### config.mk
export PLATFORM = sky130hd
export DESIGN_NAME = blm_muldiv
export DESIGN_NICKNAME = d
export VERILOG_FILES = /design/src/rtl/blm_muldiv.sv
export SDC_FILE = /design/constraint.sdc
export NUM_CORES = 1
export LEC_CHECK = 0
export BUFFER_PORTS_ARGS = -buffer_cell sky130_fd_sc_hd__buf_2
export CORE_MARGIN = 3
export CORE_UTILIZATION = 45
export DETAILED_ROUTE_END_ITERATION = 8
export SLEW_MARGIN = 20
export SYNTH_ARGS = -nofsm -noshare
export SYNTH_HDL_FRONTEND = slang
export SYNTH_SLANG_ARGS = --single-unit
### constraint.sdc
create_clock -name i_clk -period 4.6 [get_ports i_clk]
set_input_delay 0.69 -clock i_clk [delete_from_list [all_inputs] [get_ports i_clk]]
set_output_delay 0.69 -clock i_clk [all_outputs]
set_load 0.005 [all_outputs]
### src/rtl/blm_muldiv.sv
// blm_muldiv: serial floor(a*b/d) on magnitudes, shift-add multiply then
// restoring divide, one bit a cycle. Depends on nothing outside itself.

module blm_muldiv #(
    parameter int MW = 24
) (
    input  logic          i_clk,
    input  logic          i_rst_n,
    input  logic          i_start,
    input  logic [MW-1:0] i_a,
    input  logic [MW-1:0] i_b,
    input  logic [MW-1:0] i_d,
    output logic          o_done,
    output logic [MW-1:0] o_q
);

    localparam int CNW = $clog2(2 * MW);

    logic            r_busy, n_busy;
    logic            r_mul, n_mul;
    logic            r_done, n_done;
    logic [CNW-1:0]  r_cnt, n_cnt;
    logic [MW-1:0]   r_a, n_a;
    logic [MW-1:0]   r_b, n_b;
    logic [MW-1:0]   r_d, n_d;
    logic [2*MW-1:0] r_p, n_p;
    logic [MW-1:0]   r_r, n_r;
    logic [MW:0]     rs;
    logic            ge;

    always_comb begin
        n_busy = r_busy;
        n_mul  = r_mul;
        n_done = 1'b0;
        n_cnt  = r_cnt;
        n_a    = r_a;
        n_b    = r_b;
        n_d    = r_d;
        n_p    = r_p;
        n_r    = r_r;
        rs     = {r_r, r_p[2*MW-1]};
        ge     = (rs >= {1'b0, r_d});
        if (i_start) begin
            n_busy = 1'b1;
            n_mul  = 1'b1;
            n_cnt  = CNW'(MW - 1);
            n_a    = i_a;
            n_b    = i_b;
            n_d    = i_d;
            n_p    = '0;
            n_r    = '0;
        end else if (r_busy) begin
            if (r_mul) begin
                n_p = {r_p[2*MW-2:0], 1'b0} + (r_b[MW-1] ? {{MW{1'b0}}, r_a} : '0);
                n_b = {r_b[MW-2:0], 1'b0};
                if (r_cnt == '0) begin
                    n_mul = 1'b0;
                    n_cnt = CNW'(2 * MW - 1);
                end else begin
                    n_cnt = r_cnt - CNW'(1);
                end
            end else begin
                // quotient bits shift in behind the numerator
                n_r = ge ? MW'(rs - {1'b0, r_d}) : rs[MW-1:0];
                n_p = {r_p[2*MW-2:0], ge};
                if (r_cnt == '0) begin
                    n_busy = 1'b0;
                    n_done = 1'b1;
                end else begin
                    n_cnt = r_cnt - CNW'(1);
                end
            end
        end
    end

    always_ff @(posedge i_clk) begin
        if (!i_rst_n) begin
            r_busy <= 1'b0;
            r_done <= 1'b0;
        end else begin
            r_busy <= n_busy;
            r_done <= n_done;
        end
    end

    always_ff @(posedge i_clk) begin
        r_mul <= n_mul;
        r_cnt <= n_cnt;
        r_a   <= n_a;
        r_b   <= n_b;
        r_d   <= n_d;
        r_p   <= n_p;
        r_r   <= n_r;
    end

    assign o_done = r_done;
    assign o_q    = r_p[MW-1:0];

endmodule

==> impl_metrics.yaml <==
outcome:
  status: "complete, no violations"
pwr:
  ir_drop_mv: 0.221
  switching_share_pct: 28.3
  p_int_uw: 2470
  power_per_cell_area_mw_per_mm2: 332
  leakage_uw: 0.00446
  p_comb_share_pct: 14.5
  sequentialPowerShare_pct: 46.4
  p_switching_uw: 972
  power_frac_clock_pct: 39.0
worst_setup_path:
  rr_worst_depth: 11
  slowest_stage: "or4_1"
  worstPathRequired_ps: 4930
  crit_type: "register to register"
  end_kind: "register"
  slowest_delay_ps: 670
  cp-start-kind: "register"
  crit_path_cell_trace: "buf_4 > and2_1 > ha_1 > and4_4 > nand2b_4 > o31ai_4 > a21oi_2 > nor3b_4 > or4_1 > or3_1 > a311oi_1"
  worst-path-buf-inv: 1
  r2r_end: "r_p[42]$_SDFFE_PP0P_"
  cp_max_fo: 17
  arrival_ps: 3790
  cp_top_family: "simple AND/OR/NAND/NOR gates"
  ff2ff_setup_slack_ps: 1130
  r2r_start: "r_b[23]$_DFFE_PP_"
final_layout:
  final_nets: 1164
  regArea_mm2: 0.00379
  multi_input_comb_area_mm2: 0.00488
  diodes: 0
  final_core_util_pct: 52.0
  drive_above_1_share_pct: 17.7
  n_fill_cell: 1881
  synthToLayoutAreaGrowth_pct: 11.3
global_route:
  grt_pass1_vias: 6700
  grt_pass1_wl_mm: 34.4
  grt_use_total_pct: 19.0
  grt-ovfl-total: 0
  antenna_found_initial: 0
  grt_start_max_net_pins: 102
synth:
  synthArstFlopShare_pct: 0
  syn_area_per_cell_um2: 9.46
  yosysWarnings: 0
  syn_nets: 1109
  synthTopCellsByCount: "nor2_1, dfxtp_1, edfxtp_1"
  ys_seq_elements: 153
  synth_cell_types: 76
  syn-cell-area_mm2: 0.00930
  syn-instance-count: 983
  synth_edf_count: 72
  yosys.area.top_type: "edfxtp_1"
  synth_area_leaders: "edfxtp_1, dfxtp_1, ha_1"
  synth_top_area_share_pct: 23.2
  ys.flop_type: "dfxtp_1"
  yosysMostFrequentCell: "nor2_1"
  synth-seq-area-share_pct: 40.7
cts:
  ctsHtreeMaxLevel: 4
  cts_tree: "built"
  clkTransAtPathRegs_ps: 70
  numCtsBuffers: 17
  ctsResizeCount: 0
  cts_buffer_depth: 2
  cts_sinks: 153
  postCtsHoldBufs: 0
  insertion_delay_ps: 430
  cts_root_buffer: "clkbuf_16"
  post_cts_buffers: 0
hold_path:
  hold_end: "r_a[5]$_DFFE_PP_"
  hold_start: "i_a[5]"
  hp-class: "input port to register"
  whs_path_depth: 1
detailed_routing:
  drcViolationCount: 0
  vias: 7253
  ant_nets: 0
  vias_per_cell: 5.51
  drt_iter0_drc: 456
  drt_wl_total_mm: 20.7
  firstDrtPassIters: 5
  avgRoutedWirePerCell_um: 15.8
sta:
  fin_crit_ps: 3470
  setup_violations: 0
  post-route-period-util_pct: 75.3
  rsz0062_at_grt: "no"
  tns_ps: 0
  report.final.slew_viol_count: 0
  fmax_mhz: 289
  finClkSkew_ps: 12.6
  final-hold-violation-count: 0
  relSlewSlack_pct: 31.6
  tightest_slew_ps: 1020
die:
  die_w_um: 150
  initial_core_util_pct: 46.7
  dieArea_mm2: 0.0224
  rows: 51
  io-pin-count: 100
  core_area_mm2: 0.0199
  die_h_um: 150
placed_design:
  place_congestion: 0.869
  dp_hpwl_mm: 14.5
  port_buffers: 99
flow_run:
  maxCapViolCount: 0
==> layout by cell type, fill, tap and decap left out, drive strengths merged, types with 9 or more instances in the layout <==
cell / count
or4: 11
xnor2: 27
or3: 9
mux2: 23
a211oi: 40
nand3: 24
and2: 34
nor4: 10
a21o: 26
nor2: 93
mux2i: 17
dfxtp: 81
inv: 64
a21oi: 56
and3: 18
clkbuf: 17
nor3: 18
ha: 49
buf: 109
edfxtp: 72
o21ai: 36
nor2b: 11
nand2: 53
xor2: 16
==> cell type report <==
| class | count | area share [%] |
|---|---|---|
| Tap cell | 265 | 3.20 |
| Sequential cell | 153 | 36.6 |
| Clock buffer | 17 | 4.11 |
| Inverter | 56 | 2.03 |
| Timing Repair Buffer | 109 | 5.65 |
| Clock inverter | 15 | 1.27 |
| Multi-Input combinational cell | 701 | 47.2 |
==> power by group through the flow <==
stage	Sequential [uW]	Combinational, uW	Clock (uW)
floorplan	1600	401	0
global placement	1630	494	0
detailed placement	1630	498	0
CTS	1600	502	1390
global route	1610	566	1430
finish	1600	499	1340
==> worst max path at each step <==
stage	endpoint	start	depth (start not counted)	slack (ps)
after floorplan	r_p[44]$_SDFFE_PP0P_	r_b[23]$_DFFE_PP_	12	1540
after detailed placement	r_p[42]$_SDFFE_PP0P_	r_b[23]$_DFFE_PP_	11	1160
final	r_p[42]$_SDFFE_PP0P_	r_b[23]$_DFFE_PP_	11	1130
after global placement	r_p[46]$_SDFFE_PP0P_	r_b[23]$_DFFE_PP_	11	1250
after global routing	r_p[23]$_SDFFE_PP0P_	r_b[23]$_DFFE_PP_	12	780
after CTS	r_p[42]$_SDFFE_PP0P_	r_b[23]$_DFFE_PP_	11	1110
==> flip-flops by register name, summed over array words and instances, names as in the netlist <==
register,count
r_cnt,6
r_a,24
r_r,24
r_d,24
o_done,1
r_p,48
r_b,24
r_busy,1
r_mul,1
==> routing by layer <==
layer / routed length [um] / track usage (%) / share of wire, % / vias to the layer above
met4: 219 / 4.67 / 1.1 / 0
met1: 10500 / 28.6 / 51 / 3368
met5: 0 / 0 / 0 / -
li1: - / - / - / 3728
met2: 8990 / 27.3 / 43 / 141
met3: 1040 / 4.57 / 5.0 / 16
==> kinds of logic (layout without fill, tap and decap cells) <==
kind of cell	Yosys count	in the layout	share of synthesized area, %
flops	153	153	40.7
fa+ha+maj	51	51	7.02
mux	40	40	4.61
buf+inv	129	197	6.85
compound gates	257	257	19.7
xor+xnor	43	43	4.05
simple gates	310	310	17.1
==> metrics by stage <==
stage                     area [um2]  std cells  hold WS (ps)  power, uW  setup slack, ps
after detailed placement        9800       1284           474       2120             1160
after CTS                      10400       1316           403       3490             1110
after floorplan                 9300        983           449       2000             1540
after global placement          9800       1284           465       2120             1250
after global routing           10400       1316           409       3610              779
final                          10400       1316           428       3440             1130
No activity file was read; power rests on OpenSTA's default activity.
